==> src/design/fskpt_pkg.sv <==
// Package: shared types and constants of the FSK packet transmitter.
package fskpt_pkg;

  // Field widths
  localparam int unsigned WORD_W   = 24;
  localparam int unsigned PERIOD_W = 16;
  localparam int unsigned AMP_W    = 31;
  localparam int unsigned SAMPLE_W = 32;
  localparam int unsigned SYNC_W   = 8;
  localparam int unsigned EPP_W    = 5;
  localparam int unsigned CFG_IDX_W  = 3;
  localparam int unsigned CFG_DATA_W = 31;

  // Packet bookkeeping widths
  localparam int unsigned CNT_W  = 7;   // events in one packet, up to 85
  localparam int unsigned BIDX_W = 12;  // bit index inside a packet
  localparam int unsigned BYTE_W = 9;   // byte index inside a packet
  localparam int unsigned CRC_W  = 16;

  // CRC-16-CCITT
  localparam logic [CRC_W-1:0] CRC_POLY = 16'h1021;
  localparam logic [CRC_W-1:0] CRC_INIT = 16'hFFFF;

  // Register reset values
  localparam logic [PERIOD_W-1:0] ZERO_PERIOD_RST  = 16'd4;
  localparam logic [PERIOD_W-1:0] ONE_PERIOD_RST   = 16'd2;
  localparam logic [PERIOD_W-1:0] PAUSE_PERIOD_RST = 16'd8;
  localparam logic [AMP_W-1:0]    AMPLITUDE_RST    = 31'd1048576;
  localparam logic [SYNC_W-1:0]   SYNC_FIRST_RST   = 8'd170;
  localparam logic [SYNC_W-1:0]   SYNC_SECOND_RST  = 8'd85;
  localparam logic [EPP_W-1:0]    EPP_RST          = 5'd16;

  // Symbol codes
  typedef enum logic [1:0] {
    SYM_ZERO  = 2'd0,
    SYM_ONE   = 2'd1,
    SYM_PAUSE = 2'd2
  } sym_e;

  // Input operations
  typedef enum logic {
    OP_TICK = 1'b0,
    OP_PUSH = 1'b1
  } op_e;

  // Configuration register indexes
  typedef enum logic [CFG_IDX_W-1:0] {
    CFG_ZERO_PERIOD  = 3'd0,
    CFG_ONE_PERIOD   = 3'd1,
    CFG_PAUSE_PERIOD = 3'd2,
    CFG_AMPLITUDE    = 3'd3,
    CFG_SYNC_FIRST   = 3'd4,
    CFG_SYNC_SECOND  = 3'd5,
    CFG_EPP          = 3'd6
  } cfg_idx_e;

  // Framing settings seen by the framer
  typedef struct packed {
    logic [SYNC_W-1:0] sync_first;
    logic [SYNC_W-1:0] sync_second;
    logic [EPP_W-1:0]  events_per_packet;
  } frm_cfg_t;

  // Request from the tick logic to the framer
  typedef struct packed {
    logic              pick;
    logic              push;
    logic [WORD_W-1:0] word;
  } frm_req_t;

  // Framer answer for the current request
  typedef struct packed {
    sym_e kind;
    logic dropped;
  } frm_rsp_t;

endpackage

==> src/design/fskpt_if.sv <==
// Interfaces: input request, result and configuration write channels.
interface fskpt_in_if;
  import fskpt_pkg::*;
  logic              valid;
  logic              ready;
  logic              op;
  logic [WORD_W-1:0] event_word;

  modport source (output valid, output op, output event_word, input ready);
  modport sink   (input valid, input op, input event_word, output ready);
endinterface

interface fskpt_out_if;
  import fskpt_pkg::*;
  logic                       valid;
  logic                       ready;
  logic signed [SAMPLE_W-1:0] sample;
  logic                       symbol_start;
  logic [1:0]                 symbol_kind;
  logic                       push_dropped;

  modport source (output valid, output sample, output symbol_start, output symbol_kind,
                  output push_dropped, input ready);
  modport sink   (input valid, input sample, input symbol_start, input symbol_kind,
                  input push_dropped, output ready);
endinterface

interface fskpt_cfg_if;
  import fskpt_pkg::*;
  logic                  valid;
  logic                  ready;
  logic [CFG_IDX_W-1:0]  index;
  logic [CFG_DATA_W-1:0] data;

  modport source (output valid, output index, output data, input ready);
  modport sink   (input valid, input index, input data, output ready);
endinterface

==> src/design/fskpt_framer.sv <==
// Framer: event queue and packet bit sequencer with bit-serial CRC.
module fskpt_framer
  import fskpt_pkg::*;
#(
  parameter int unsigned MAX_EVENTS  = 16,
  parameter int unsigned QUEUE_DEPTH = 64
) (
  input  logic     clk_i,
  input  logic     rst_ni,
  input  frm_cfg_t cfg_i,
  input  frm_req_t req_i,
  output frm_rsp_t rsp_o
);

  localparam int unsigned PTR_W  = (QUEUE_DEPTH > 1) ? $clog2(QUEUE_DEPTH) : 1;
  localparam int unsigned FILL_W = $clog2(QUEUE_DEPTH + 1);
  localparam int unsigned SUM_W  = FILL_W + 1;
  localparam int unsigned CMP_W  = (FILL_W > CNT_W) ? FILL_W : CNT_W;

  // Queue storage and read data register
  logic [WORD_W-1:0] mem [QUEUE_DEPTH];
  logic [WORD_W-1:0] rd_data_q;

  // Queue pointers
  logic [PTR_W-1:0]  head_q, tail_q, rd_ptr_q, rd_ptr_d;
  logic [FILL_W-1:0] fill_q;

  // Packet state
  logic [CNT_W-1:0]  n_q;
  logic [BIDX_W-1:0] idx_q;
  logic [CRC_W-1:0]  crc_q;
  logic [1:0]        byte_sel_q;

  // Combinational terms
  logic [BIDX_W-1:0] pkt_bits;
  logic              pkt_done;
  logic              restart;
  logic [CMP_W-1:0]  drain_w;
  logic [FILL_W-1:0] drain;
  logic [SUM_W-1:0]  head_sum, head_wrap;
  logic [PTR_W-1:0]  head_after;
  logic [FILL_W-1:0] fill_after;
  logic [CNT_W-1:0]  limit;
  logic [CNT_W-1:0]  n_new;
  logic [CNT_W-1:0]  n_eff;
  logic [BIDX_W-1:0] idx_eff;
  logic [CRC_W-1:0]  crc_eff, crc_fed, crc_next;
  logic [BYTE_W-1:0] cur_byte, pay_end;
  logic [2:0]        bpos;
  logic              is_pay, is_evt;
  logic [SYNC_W-1:0] byte_val;
  logic [BIDX_W-1:0] crc_k;
  logic              bit_val;
  logic              go_pause;
  logic              full;

  // Detect packet end and work out the next packet
  always_comb begin
    pkt_bits   = BIDX_W'(40) + BIDX_W'(n_q) * BIDX_W'(24);
    pkt_done   = (n_q == '0) || (idx_q >= pkt_bits);
    restart    = req_i.pick && pkt_done;
    drain_w    = (CMP_W'(n_q) > CMP_W'(fill_q)) ? CMP_W'(fill_q) : CMP_W'(n_q);
    drain      = FILL_W'(drain_w);
    head_sum   = SUM_W'(head_q) + SUM_W'(drain);
    head_wrap  = (head_sum >= SUM_W'(QUEUE_DEPTH)) ? head_sum - SUM_W'(QUEUE_DEPTH)
                                                   : head_sum;
    head_after = head_wrap[PTR_W-1:0];
    fill_after = fill_q - drain;
    if (cfg_i.events_per_packet == '0) begin
      limit = CNT_W'(1);
    end else if (CNT_W'(cfg_i.events_per_packet) > CNT_W'(MAX_EVENTS)) begin
      limit = CNT_W'(MAX_EVENTS);
    end else begin
      limit = CNT_W'(cfg_i.events_per_packet);
    end
    n_new    = (CMP_W'(fill_after) < CMP_W'(limit)) ? CNT_W'(fill_after) : limit;
    go_pause = restart && (n_new == '0);
  end

  // Choose the packet bit for this symbol
  always_comb begin
    n_eff   = restart ? n_new : n_q;
    idx_eff = restart ? '0 : idx_q;
    crc_eff = restart ? CRC_INIT : crc_q;
    cur_byte = idx_eff[BIDX_W-1:3];
    bpos     = idx_eff[2:0];
    pay_end  = BYTE_W'(3) + BYTE_W'(n_eff) * BYTE_W'(3);
    is_pay   = (cur_byte >= BYTE_W'(2)) && (cur_byte < pay_end);
    is_evt   = is_pay && (cur_byte >= BYTE_W'(3));
    case (byte_sel_q)
      2'd0:    byte_val = rd_data_q[23:16];
      2'd1:    byte_val = rd_data_q[15:8];
      default: byte_val = rd_data_q[7:0];
    endcase
    if (cur_byte == BYTE_W'(2)) begin
      byte_val = SYNC_W'(BYTE_W'(n_eff) * BYTE_W'(3));
    end
    crc_k = idx_eff - {pay_end, 3'b000};
    if (cur_byte == BYTE_W'(0)) begin
      bit_val = cfg_i.sync_first[3'd7 - bpos];
    end else if (cur_byte == BYTE_W'(1)) begin
      bit_val = cfg_i.sync_second[3'd7 - bpos];
    end else if (is_pay) begin
      bit_val = byte_val[3'd7 - bpos];
    end else begin
      bit_val = crc_eff[4'd15 - crc_k[3:0]];
    end
    crc_fed  = {crc_eff[CRC_W-2:0], 1'b0} ^ ((crc_eff[CRC_W-1] ^ bit_val) ? CRC_POLY : '0);
    crc_next = is_pay ? crc_fed : crc_eff;
    full     = (fill_q == FILL_W'(QUEUE_DEPTH));
    if (go_pause) begin
      rsp_o.kind = SYM_PAUSE;
    end else begin
      rsp_o.kind = bit_val ? SYM_ONE : SYM_ZERO;
    end
    rsp_o.dropped = req_i.push && full;
  end

  // Point the read port at the event word needed by the next symbol
  always_comb begin
    rd_ptr_d = rd_ptr_q;
    if (restart) begin
      rd_ptr_d = head_after;
    end else if (req_i.pick && is_evt && (bpos == 3'd7) && (byte_sel_q == 2'd2)) begin
      rd_ptr_d = (rd_ptr_q == PTR_W'(QUEUE_DEPTH - 1)) ? '0 : rd_ptr_q + PTR_W'(1);
    end
  end

  // Advance packet state on each chosen symbol
  always_ff @(posedge clk_i or negedge rst_ni) begin
    if (!rst_ni) begin
      n_q        <= '0;
      idx_q      <= '0;
      crc_q      <= CRC_INIT;
      byte_sel_q <= '0;
      rd_ptr_q   <= '0;
    end else if (req_i.pick) begin
      n_q      <= n_eff;
      crc_q    <= crc_next;
      idx_q    <= go_pause ? '0 : idx_eff + BIDX_W'(1);
      rd_ptr_q <= rd_ptr_d;
      if (restart) begin
        byte_sel_q <= '0;
      end else if (is_evt && (bpos == 3'd7)) begin
        if (byte_sel_q == 2'd2) begin
          byte_sel_q <= '0;
        end else begin
          byte_sel_q <= byte_sel_q + 2'd1;
        end
      end
    end
  end

  // Update queue pointers on drain and push
  always_ff @(posedge clk_i or negedge rst_ni) begin
    if (!rst_ni) begin
      head_q <= '0;
      tail_q <= '0;
      fill_q <= '0;
    end else if (restart) begin
      head_q <= head_after;
      fill_q <= fill_after;
    end else if (req_i.push && !full) begin
      tail_q <= (tail_q == PTR_W'(QUEUE_DEPTH - 1)) ? '0 : tail_q + PTR_W'(1);
      fill_q <= fill_q + FILL_W'(1);
    end
  end

  // Write pushed events, fetch the event word for the next symbol every cycle
  always_ff @(posedge clk_i) begin
    if (req_i.push && !full) begin
      mem[tail_q] <= req_i.word;
    end
    rd_data_q <= mem[rd_ptr_d];
  end

endmodule

==> src/design/fsk_packet_transmitter.sv <==
// Top level: square-wave FSK packet transmitter with CRC-16-CCITT framing.
//
// Channels: in_i takes requests, each either a sample tick (op 0) or an event
// word to queue (op 1). out_o returns one result per request: the sample level
// (+/- amplitude), whether the tick began a new symbol, the current symbol kind
// and whether a pushed event was dropped because the queue was full. cfg_i
// writes the seven settings by index; writes are always ready and indexes past
// the last register are ignored.
// Throughput is one request per cycle while out_o is not stalled. A request
// is captured in the input register, then evaluated into the result register.
// Symbol choice, CRC update and queue bookkeeping all settle in that one step;
// event words are read from the queue memory ahead of use through a
// registered read port.
// Reset empties the queue, sets pause symbols with positive polarity and
// restores the register defaults; the queue memory is not cleared.
// When the receiver stalls, the result register holds and the input register
// still takes one more request; after that in_i.ready drops until out_o drains.
module fsk_packet_transmitter
  import fskpt_pkg::*;
#(
  parameter int unsigned MAX_EVENTS  = 16,
  parameter int unsigned QUEUE_DEPTH = 64
) (
  input  logic         clk_i,
  input  logic         rst_ni,
  fskpt_in_if.sink     in_i,
  fskpt_out_if.source  out_o,
  fskpt_cfg_if.sink    cfg_i
);

  // Settings
  logic [PERIOD_W-1:0] zero_period_q, one_period_q, pause_period_q;
  logic [AMP_W-1:0]    amplitude_q;
  logic [SYNC_W-1:0]   sync_first_q, sync_second_q;
  logic [EPP_W-1:0]    epp_q;

  // Input register
  logic              in_vld_q;
  logic              op_q;
  logic [WORD_W-1:0] word_q;

  // Modulator state
  logic                pol_q, pol_d;
  logic [PERIOD_W-1:0] hold_q, hold_d;
  sym_e                sym_q, sym_d;
  logic                start_d;
  logic [PERIOD_W-1:0] period;

  // Result register
  logic                       out_vld_q;
  logic signed [SAMPLE_W-1:0] sample_q, sample_d;
  logic                       start_q;
  sym_e                       kind_q;
  logic                       drop_q;

  logic     advance, process;
  frm_cfg_t frm_cfg;
  frm_req_t frm_req;
  frm_rsp_t frm_rsp;

  assign advance    = !out_vld_q || out_o.ready;
  assign process    = in_vld_q && advance;
  assign in_i.ready = !in_vld_q || advance;
  assign cfg_i.ready = 1'b1;

  // Write configuration registers
  always_ff @(posedge clk_i or negedge rst_ni) begin
    if (!rst_ni) begin
      zero_period_q  <= ZERO_PERIOD_RST;
      one_period_q   <= ONE_PERIOD_RST;
      pause_period_q <= PAUSE_PERIOD_RST;
      amplitude_q    <= AMPLITUDE_RST;
      sync_first_q   <= SYNC_FIRST_RST;
      sync_second_q  <= SYNC_SECOND_RST;
      epp_q          <= EPP_RST;
    end else if (cfg_i.valid) begin
      case (cfg_i.index)
        CFG_ZERO_PERIOD:  zero_period_q  <= cfg_i.data[PERIOD_W-1:0];
        CFG_ONE_PERIOD:   one_period_q   <= cfg_i.data[PERIOD_W-1:0];
        CFG_PAUSE_PERIOD: pause_period_q <= cfg_i.data[PERIOD_W-1:0];
        CFG_AMPLITUDE:    amplitude_q    <= cfg_i.data[AMP_W-1:0];
        CFG_SYNC_FIRST:   sync_first_q   <= cfg_i.data[SYNC_W-1:0];
        CFG_SYNC_SECOND:  sync_second_q  <= cfg_i.data[SYNC_W-1:0];
        CFG_EPP:          epp_q          <= cfg_i.data[EPP_W-1:0];
        default: ;
      endcase
    end
  end

  // Capture requests
  always_ff @(posedge clk_i or negedge rst_ni) begin
    if (!rst_ni) begin
      in_vld_q <= 1'b0;
    end else if (in_i.valid && in_i.ready) begin
      in_vld_q <= 1'b1;
    end else if (process) begin
      in_vld_q <= 1'b0;
    end
  end

  always_ff @(posedge clk_i) begin
    if (in_i.valid && in_i.ready) begin
      op_q   <= in_i.op;
      word_q <= in_i.event_word;
    end
  end

  // Framer request
  assign frm_cfg.sync_first        = sync_first_q;
  assign frm_cfg.sync_second       = sync_second_q;
  assign frm_cfg.events_per_packet = epp_q;
  assign frm_req.pick = process && (op_q == OP_TICK) && (hold_q == '0);
  assign frm_req.push = process && (op_q == OP_PUSH);
  assign frm_req.word = word_q;

  fskpt_framer #(
    .MAX_EVENTS  (MAX_EVENTS),
    .QUEUE_DEPTH (QUEUE_DEPTH)
  ) u_framer (
    .clk_i  (clk_i),
    .rst_ni (rst_ni),
    .cfg_i  (frm_cfg),
    .req_i  (frm_req),
    .rsp_o  (frm_rsp)
  );

  // Step the symbol timer and polarity on a tick
  always_comb begin
    pol_d   = pol_q;
    sym_d   = sym_q;
    hold_d  = hold_q;
    start_d = 1'b0;
    case (frm_rsp.kind)
      SYM_ZERO: period = zero_period_q;
      SYM_ONE:  period = one_period_q;
      default:  period = pause_period_q;
    endcase
    if (process && (op_q == OP_TICK)) begin
      if (hold_q == '0) begin
        pol_d   = !pol_q;
        sym_d   = frm_rsp.kind;
        hold_d  = (period == '0) ? '0 : period - PERIOD_W'(1);
        start_d = 1'b1;
      end else begin
        hold_d = hold_q - PERIOD_W'(1);
      end
    end
    sample_d = pol_d ? -$signed({1'b0, amplitude_q}) : $signed({1'b0, amplitude_q});
  end

  always_ff @(posedge clk_i or negedge rst_ni) begin
    if (!rst_ni) begin
      pol_q  <= 1'b0;
      hold_q <= PERIOD_W'(1);
      sym_q  <= SYM_PAUSE;
    end else begin
      pol_q  <= pol_d;
      hold_q <= hold_d;
      sym_q  <= sym_d;
    end
  end

  // Hold the result until taken
  always_ff @(posedge clk_i or negedge rst_ni) begin
    if (!rst_ni) begin
      out_vld_q <= 1'b0;
    end else if (process) begin
      out_vld_q <= 1'b1;
    end else if (out_o.ready) begin
      out_vld_q <= 1'b0;
    end
  end

  always_ff @(posedge clk_i) begin
    if (process) begin
      sample_q <= sample_d;
      start_q  <= start_d;
      kind_q   <= sym_d;
      drop_q   <= frm_rsp.dropped;
    end
  end

  assign out_o.valid        = out_vld_q;
  assign out_o.sample       = sample_q;
  assign out_o.symbol_start = start_q;
  assign out_o.symbol_kind  = kind_q;
  assign out_o.push_dropped = drop_q;

endmodule

==> src/flat_wrapper.sv <==
// flat-port wrapper written by rule: the top's interface ports become plain ports
module fsk_packet_transmitter_flat import fskpt_pkg::*;
#(
  parameter int unsigned MAX_EVENTS  = 16,
  parameter int unsigned QUEUE_DEPTH = 64
)
  (clk_i, rst_ni, in_i_valid, in_i_op, in_i_event_word, in_i_ready, out_o_valid, out_o_sample, out_o_symbol_start, out_o_symbol_kind, out_o_push_dropped, out_o_ready, cfg_i_valid, cfg_i_index, cfg_i_data, cfg_i_ready);
  fskpt_in_if in_i_i ();
  fskpt_out_if out_o_i ();
  fskpt_cfg_if cfg_i_i ();
  input  logic clk_i;
  input  logic rst_ni;
  input wire logic [$bits(in_i_i.valid)-1:0] in_i_valid;
  input wire logic [$bits(in_i_i.op)-1:0] in_i_op;
  input wire logic [$bits(in_i_i.event_word)-1:0] in_i_event_word;
  output wire logic [$bits(in_i_i.ready)-1:0] in_i_ready;
  output wire logic [$bits(out_o_i.valid)-1:0] out_o_valid;
  output wire logic [$bits(out_o_i.sample)-1:0] out_o_sample;
  output wire logic [$bits(out_o_i.symbol_start)-1:0] out_o_symbol_start;
  output wire logic [$bits(out_o_i.symbol_kind)-1:0] out_o_symbol_kind;
  output wire logic [$bits(out_o_i.push_dropped)-1:0] out_o_push_dropped;
  input wire logic [$bits(out_o_i.ready)-1:0] out_o_ready;
  input wire logic [$bits(cfg_i_i.valid)-1:0] cfg_i_valid;
  input wire logic [$bits(cfg_i_i.index)-1:0] cfg_i_index;
  input wire logic [$bits(cfg_i_i.data)-1:0] cfg_i_data;
  output wire logic [$bits(cfg_i_i.ready)-1:0] cfg_i_ready;
  assign in_i_i.valid = in_i_valid;
  assign in_i_i.op = in_i_op;
  assign in_i_i.event_word = in_i_event_word;
  assign in_i_ready = in_i_i.ready;
  assign out_o_valid = out_o_i.valid;
  assign out_o_sample = out_o_i.sample;
  assign out_o_symbol_start = out_o_i.symbol_start;
  assign out_o_symbol_kind = out_o_i.symbol_kind;
  assign out_o_push_dropped = out_o_i.push_dropped;
  assign out_o_i.ready = out_o_ready;
  assign cfg_i_i.valid = cfg_i_valid;
  assign cfg_i_i.index = cfg_i_index;
  assign cfg_i_i.data = cfg_i_data;
  assign cfg_i_ready = cfg_i_i.ready;
  fsk_packet_transmitter #(.MAX_EVENTS(MAX_EVENTS), .QUEUE_DEPTH(QUEUE_DEPTH)) u_core (.clk_i(clk_i), .rst_ni(rst_ni), .in_i(in_i_i), .out_o(out_o_i), .cfg_i(cfg_i_i));
endmodule
==> config.mk <==
export PLATFORM = sky130hd
export DESIGN_NAME = fsk_packet_transmitter_flat
export DESIGN_NICKNAME = d
export VERILOG_FILES = /design/src/design/fskpt_pkg.sv /design/src/design/fskpt_if.sv /design/src/design/fskpt_framer.sv /design/src/design/fsk_packet_transmitter.sv /design/src/flat_wrapper.sv
export SDC_FILE = /design/constraint.sdc
export NUM_CORES = 2
export LEC_CHECK = 0
export ABC_CLOCK_PERIOD_IN_PS = 11700
export BUFFER_PORTS_ARGS = -buffer_cell sky130_fd_sc_hd__buf_2
export CORE_MARGIN = 2
export CORE_UTILIZATION = 57
export DETAILED_ROUTE_END_ITERATION = 7
export PLACE_DENSITY = 0.84
export REMOVE_ABC_BUFFERS = 1
export SKIP_LAST_GASP = 1
export SYNTH_ARGS = -nofsm -noshare
export SYNTH_HDL_FRONTEND = slang
export SYNTH_HIERARCHICAL = 1
export SYNTH_SLANG_ARGS = --single-unit
export TNS_END_PERCENT = 50
==> constraint.sdc <==
create_clock -name clk_i -period 11.7 [get_ports clk_i]
set_input_delay 0.585 -clock clk_i [delete_from_list [all_inputs] [get_ports clk_i]]
set_output_delay 0.585 -clock clk_i [all_outputs]
set_load 0.1 [all_outputs]
Word level (Yosys, flattened, before mapping):

Memories as Yosys holds them, arrays and structs flattened. A register that Yosys moved wholly into a read port is not among the register bits.
Cells that the tools add are included.

* memories: 1
* memory bits (writable): 1536
* input bits: 64
* output and inout port bits: 39
* register bits after elaboration: 244

Memory list
* u_core.u_framer.mem: words 64, bits a word 24, rd ports 1, clocked after memory_dff 1, write ports 1, RTL line fskpt_framer.sv:21 `logic [WORD_W-1:0] mem [QUEUE_DEPTH];`

* muxes and demuxes: 50
* multiply operators: 2
* add/sub/neg operators: 16
* equal/unequal tests: 15
* reduce and logical (&&, ||, !) cells: 44
* bitwise logic cells: 4
* $lt $le $gt $ge: 10

Operators by type and width (count)
* two-way mux 16 bit: 4
* two-way mux 7 bit: 6
* zero test 16 bit: 2
* negator 31 -> 32 bit: 1
* case mux 16 bit (2 select lines): 1
* subtractor 16 x 1 -> 16 bit, second input constant: 2
* two-way mux 31 bit: 1
* two-way mux 6 bit: 5
* two-way mux 12 bit: 2
* greater-or-equal comparator 9 x 2 -> 1 bit, second input constant: 2
* multiplier 7 x 2 -> 9 bit, second input constant: 2
* AND reduction 2 bit: 9
* two-way mux 1 bit: 17
* case mux 8 bit (2 select lines): 1
* bitwise XOR 16 x 13 -> 16 bit: 1
* logical AND 1 bit: 15
* zero test 7 bit: 2
* two-way mux 13 bit: 1
* adder 12 x 1 -> 12 bit, second input constant: 1
* adder 6 x 1 -> 6 bit, second input constant: 2
* adder 6 x 12 -> 12 bit, first input constant: 1
* == test 3 bit, second input constant: 4
* == test 6 bit, second input constant: 2
* greater-or-equal comparator 12 bit: 1
* 37 further kinds: 56

Logic depth before layout (Yosys ltp):

* depth in word-level cells: 23
* mapped depth: 55
* depth with buffers taken out: 51

Modules after synthesis:

Netlist, hierarchy kept.

Modules (own cells, without submodules)
* fskpt_framer: times used 1, cells an instance 5150, seq. area each 48176.2 um2, area each 67443.4 um2
* fsk_packet_transmitter: times used 1, cells an instance 589, seq. area each 4878.4 um2, area each 8030.2 um2

Worst setup path after synthesis:

No wires, ideal clock.

* path kind: register -> register
* start: reg u_core.u_framer.n_q[6]
* end: reg u_core.hold_q[10]
* required time: 11570 ps
* clock period less this slack: 11780 ps
* path slack: -80 ps
* arrival time: 11649 ps
* buffers on the path: 4
* cell stages (with the launch flop): 52
* setup time: 130 ps
* cell sequence: dfrtp_1 > ha_1 > nand4_1 > a21oi_1 > nor3_1 > nor2_1 > clkbuf_1 > nand2_1 > o21ai_0 > ha_1 > inv_1 > fa_1 > xnor2_1 > inv_1 > ha_1 > or4b_1 > o221a_2 > a2111oi_4 > (+16 left out) > o211ai_1 > a21oi_1 > or3_1 > nor2_1 > a21boi_1 > nand2_1 > a211oi_1 > buf_2 > buf_1 > mux2_2 > mux2i_1 > ha_1 > o31ai_1 > or2_2 > or2_2 > o21ai_1 > clkbuf_2 > o21ai_0

RTL lines
* start, declared: RTL line fskpt_framer.sv:29 `logic [CNT_W-1:0] n_q;`
* start signal, assigned: RTL line fskpt_framer.sv:138 `n_q <= n_eff;`
* end signal, assigned: RTL line fsk_packet_transmitter.sv:158 `hold_q <= hold_d;`
* end, declared: RTL line fsk_packet_transmitter.sv:44 `logic [PERIOD_W-1:0] hold_q, hold_d;`

Worst setup path after layout:

* start: reg u_core.u_framer.fill_q[5]
* end: reg u_core.u_framer.rd_data_q[2], read port of u_core.u_framer.mem

* longest elaborated chain between the ends: 16

Ends and longest elaborated chain
* start, declared: RTL line fskpt_framer.sv:26 `logic [FILL_W-1:0] fill_q;`
* start signal, assigned: RTL line fskpt_framer.sv:162 `fill_q <= fill_after;`
* start signal, assigned: RTL line fskpt_framer.sv:165 `fill_q <= fill_q + FILL_W'(1);`
* greater-than comparator 7 bit: RTL line fskpt_framer.sv:62 `drain_w = (CMP_W'(n_q) > CMP_W'(fill_q)) ? CMP_W'(fill_q) : CMP_W'(n_q);`
* two-way mux 7 bit: RTL line fskpt_framer.sv:62
* subtractor 7 bit *: RTL line fskpt_framer.sv:68 `fill_after = fill_q - drain;`
* < comparator 7 bit: RTL line fskpt_framer.sv:76 `n_new = (CMP_W'(fill_after) < CMP_W'(limit)) ? CNT_W'(fill_after) : limit;`
* two-way mux 7 bit *: RTL line fskpt_framer.sv:76
* two-way mux 7 bit *: RTL line fskpt_framer.sv:82 `n_eff = restart ? n_new : n_q;`
* named net u_core.u_framer.n_eff[0]: RTL line fskpt_framer.sv:45 `logic [CNT_W-1:0] n_eff;`
* multiplier 7 x 2 -> 9 bit *
* adder 2 x 9 -> 9 bit *: RTL line fskpt_framer.sv:87 `pay_end = BYTE_W'(3) + BYTE_W'(n_eff) * BYTE_W'(3);`
* < comparator 9 bit *: RTL line fskpt_framer.sv:88 `is_pay = (cur_byte >= BYTE_W'(2)) && (cur_byte < pay_end);`
* logical AND 1 bit *: RTL line fskpt_framer.sv:88
* logical AND 1 bit *: RTL line fskpt_framer.sv:89 `is_evt = is_pay && (cur_byte >= BYTE_W'(3));`
* logical AND 1 bit * (3 in series): RTL line fskpt_framer.sv:124 `end else if (req_i.pick && is_evt && (bpos == 3'd7) && (byte_sel_q == 2'd2)) begin`
* two-way mux 6 bit *: RTL line fskpt_framer.sv:124
* two-way mux 6 bit *: RTL line fskpt_framer.sv:122 `if (restart) begin`
* end, declared: RTL line fskpt_framer.sv:22 `logic [WORD_W-1:0] rd_data_q;`

Mark *: on every way through the listed nets, which the timed path passes. The rest lies on a longest branch.
A chain may end at the register's enable or synchronous reset.

==> summary.md <==
| Metric | Value |
|---|---|
| Ys async rst share | `0.101` |
| Via count | `51,163` |
| CTS tree | `done` |
| Worst Hold Class | `in2reg` |
| Switching pwr | `between 3 and 4 mW` |
| TNS Setup | `0 ns` |
| Most common cell after layout, fill and taps aside | `edfxtp_1` |
| Router iterations before antenna repair | `8` |
| Congestion Overflow GR | `0` |
| Cell taking the most area after synthesis | `edfxtp_1` |
| Origin of the critical flop-to-flop path | `u_core/u_framer/fill_q[5]$_DFFE_PN0P_` |
| Period Utilization, post-route | `0.963` |
| Synthesis Warnings | `6` |
| Setup Viol. Count Final | `0` |
| Hold Startpoint | `cfg_i_data[18]` |
| Layout cell share with drive strength beyond 1 | `0.154` |
| Yosys cell types | `94` |
| Synthesized area | `75,500 um^2` |
| Clock Latency Late Sink | `0.83 ns` |
| Vias in the first global route | `50,005` |
| Fraction of power consumed by sequential logic | `0.506` |
| WL final | `205,000 um` |
| Die area | `roughly 140,000 um^2` |
| Clk buf depth | `3` |
| Synth area leaders | `edfxtp_1, nand2_1, dfrtp_1` |
| H-tree Lvls | `4` |
| IO Count | `between 100 and 150` |
| Nets@finish | `between 6,000 and 7,000` |
| DRC | `12` |
| Comb power frac | `0.109` |
| Tot GR Track Use | `0.298` |
| Final HPWL DP | `119,000 um` |
| Clock root buffer | `clkbuf_16` |
| Switching share of total power | `0.245` |
| Clock share of power | `0.385` |
| Crit-path max FO | `77` |
| Post-DRT Antenna Nets | `0` |
| Seq/Total Area, Yosys | `0.703` |
| Clock Skews | `0.0485 ns` |
| Final Max Slew Viols | `0` |
| Port bufs | `~100` |
| Mapped Avg Cell Area | `13.2 um^2` |
| FP Rows | `133` |
| Pin count of the biggest net entering global routing | `between 100 and 150` |
| Via-to-Cell Ratio | `6.51` |
| Share of the synthesized area in the top cell type | `0.635` |
| Core ar. | `between 100,000 and 150,000 um^2` |
| Die X | `about 370 um` |
| Critical Path AT | `11.96 ns` |
| Violated checks | `design-rule violations` |
| Largest stage delay, worst path | `0.64 ns` |
| Antenna violations before repair | `12` |
| Max-cap violations | `0` |
| Crit path from | `u_core/u_framer/fill_q[5]$_DFFE_PN0P_` |
| Outcome | `finished, violations left` |
| Nature of the critical path endpoint | `flop` |
| EDFF count, synth | `1,597` |
| Area grow syn2layout | `13.2%` |
| Int Pwr | `11.0 mW` |
| Worst-Margin Slew | `~1.3 ns` |
| WP data required | `12.40 ns` |
| CTS sink count | `between 1,500 and 2,000` |
| VDD IR max | `between 100 and 150 uV` |
| First-pass GRT wire length | `304,000 um` |
| RePlAce Congestion | `between 0.8 and 0.9` |
| Power density over the cells | `roughly 170 nW/um^2` |
| Slew HR | `0.163` |
| Drt wl/cell | `~26 um` |
| Most frequent cells in the layout | `edfxtp_1, nand2_1, a21oi_1` |
| DR iter-0 viols | `7,557` |
| Final min period | `about 11 ns` |
| Num CTS Buffers | `approximately 180` |
| Startpoint types | `flop` |
| CTS clk-pin slew, worst paths | `0.07 ns` |
| RSZ-0062 raised after global routing | `true` |
| Starting Density | `0.574` |
| Mapped Cells | `5,739` |
| Final Hold Viols | `0` |
| #FFs+latches synth | `1,804` |
| Crit Path Category | `reg2reg` |
| Die Ht | `approximately 370 um` |
| Top_reg_cell synth | `edfxtp_1` |
| Leakage | `slightly above 30 nW` |
| Peak Freq | `0.0888 GHz` |
| Layout Utilization | `0.650` |
| Slowest CP cell | `or4b_4` |
-- worst paths after layout --
kind,endpoint,slack [ns],cells after the start
max reg2reg,u_core/u_framer/rd_data_q[2]$_DFF_P_,0.43,45
min in group asynchronous,u_core/amplitude_q[29]$_DFFE_PN0P_,0.47,2
min,u_core/amplitude_q[18]$_DFFE_PN0P_,0.06,2
max in group asynchronous,u_core/sync_second_q[1]$_DFFE_PN0P_,9.64,3
max,u_core/u_framer/rd_data_q[2]$_DFF_P_,0.43,45
min reg2reg,u_core/u_framer/head_q[4]$_DFFE_PN0P_,0.49,2
-- per-stage QoR --
step | instances | hold WS, ns | power, mW | worst slack [ns] | area (um^2)
after floorplan | 5394 | 0.289 | 8.44 | -18.43 | 73800
after global routing | 7859 | 0.0268 | 15.0 | -0.0714 | 85500
after detailed placement | 7490 | 0.481 | 8.98 | -0.435 | 79000
after global placement | 7490 | 0.471 | 8.94 | -0.145 | 79000
final | 7860 | 0.0596 | 14.6 | 0.434 | 85500
after CTS | 7854 | 0.00504 | 14.5 | 0.0231 | 85300
-- flip-flops by register name, indices dropped and copies added (netlist names), 6 cells and up, named ones only --
| signal | cells |
|---|---|
| u_core/hold_q | 16 |
| u_core/u_framer/rd_data_q | 24 |
| u_core/amplitude_q | 31 |
| u_core/u_framer/rd_ptr_q | 6 |
| u_core/u_framer/tail_q | 6 |
| u_core/u_framer/mem | 1536 |
| u_core/u_framer/crc_q | 16 |
| u_core/sync_first_q | 8 |
| u_core/pause_period_q | 16 |
| u_core/out_o.sample | 32 |
| u_core/u_framer/head_q | 6 |
| u_core/u_framer/idx_q | 12 |
| u_core/word_q | 24 |
| u_core/zero_period_q | 16 |
| u_core/u_framer/fill_q | 7 |
| u_core/sync_second_q | 8 |
| u_core/u_framer/n_q | 6 |
| u_core/one_period_q | 16 |
-- worst max-delay path: cells and delay by family (launching register included) --
kind | cells | cell delay, ns
DFF | 1 | 0.34
buffers and inverters | 7 | 1.08
and+or+nand+nor | 14 | 3.63
AOI/OAI and AO/OA | 15 | 3.28
muxes | 2 | 0.53
adders and majority gates | 7 | 2.22
-- cell usage after synthesis (10+ instances only) --
library cell and count:
dfxtp_1 24, o21ai_0 123, and2_1 15, nand2_1 1238, buf_2 106, buf_4 29, a221oi_1 29, o31ai_1 13
o22ai_1 27, a32oi_1 23, nor3_1 59, mux2i_1 83, inv_1 64, or3_1 32, o22a_1 14, a31oi_1 62
o211ai_1 10, nand3_1 228, xnor2_1 64, nor4_1 61, xor2_1 23, nand3b_1 13, buf_6 16, dfstp_2 31
nor4bb_1 23, a211oi_1 68, o21ai_1 34, a211o_1 24, a21oi_1 350, clkbuf_1 173, mux2_2 163, and3_1 140
a21o_1 10, ha_1 68, buf_1 20, nor2_1 177, edfxtp_1 1597, dfrtp_1 152, a22o_1 69, nand4_1 60
a22oi_1 28, a311oi_1 52
-- kinds of logic after synthesis --
| kind of cell | after synthesis | share of synthesized area |
|---|---|---|
| buffers and inverters | 415 | 0.0254 |
| adders and majority gates | 75 | 0.0127 |
| xor gates and xnor gates | 87 | 0.0101 |
| other | 1 | 0.0000497 |
| and+or+nand+nor | 2114 | 0.126 |
| DFF | 1804 | 0.703 |
| AOI/OAI and AO/OA | 989 | 0.0848 |
| muxes | 254 | 0.0376 |
-- power by group through the flow --
stage | registers (mW) | clock network [mW] | logic, mW
after global routing | 7.39 | 5.88 | 1.70
after floorplan | 7.63 | 0 | 0.811
after CTS | 7.37 | 5.64 | 1.51
after detailed placement | 7.50 | 0 | 1.49
after global placement | 7.49 | 0 | 1.46
final | 7.37 | 5.61 | 1.58
-- layout make-up --
cell class / count / area, um^2
sequential: 1804 / 53100
fill: 8681 / 46000
multi-input combinational: 3520 / 21100
clock buffer: 225 / 4720
timing repair buffer: 385 / 3110
tap: 1755 / 2200
clock inverter: 99 / 1020
inverter: 70 / 283
antenna: 2 / 5.00
-- metal layers --
| layer | track usage | vias up | routed length, um |
|---|---|---|---|
| met2 | 0.468 | 3726 | 95300 |
| met5 | 0 | - | 41 |
| met4 | 0.165 | 6 | 12500 |
| met3 | 0.0687 | 687 | 26300 |
| li1 | - | 21859 | - |
| met1 | 0.386 | 24885 | 70900 |
-- what timing repair did --
action	in CTS	in global routing
endpoints found under the hold margin	144	0
setup endpoints to repair	39	40
hold buffers	40	0
resized for setup	17	45
gates cloned	0	1
setup buffers	0	3
pin swaps	1	11
Note: power is estimated with default switching activity, not from simulation.
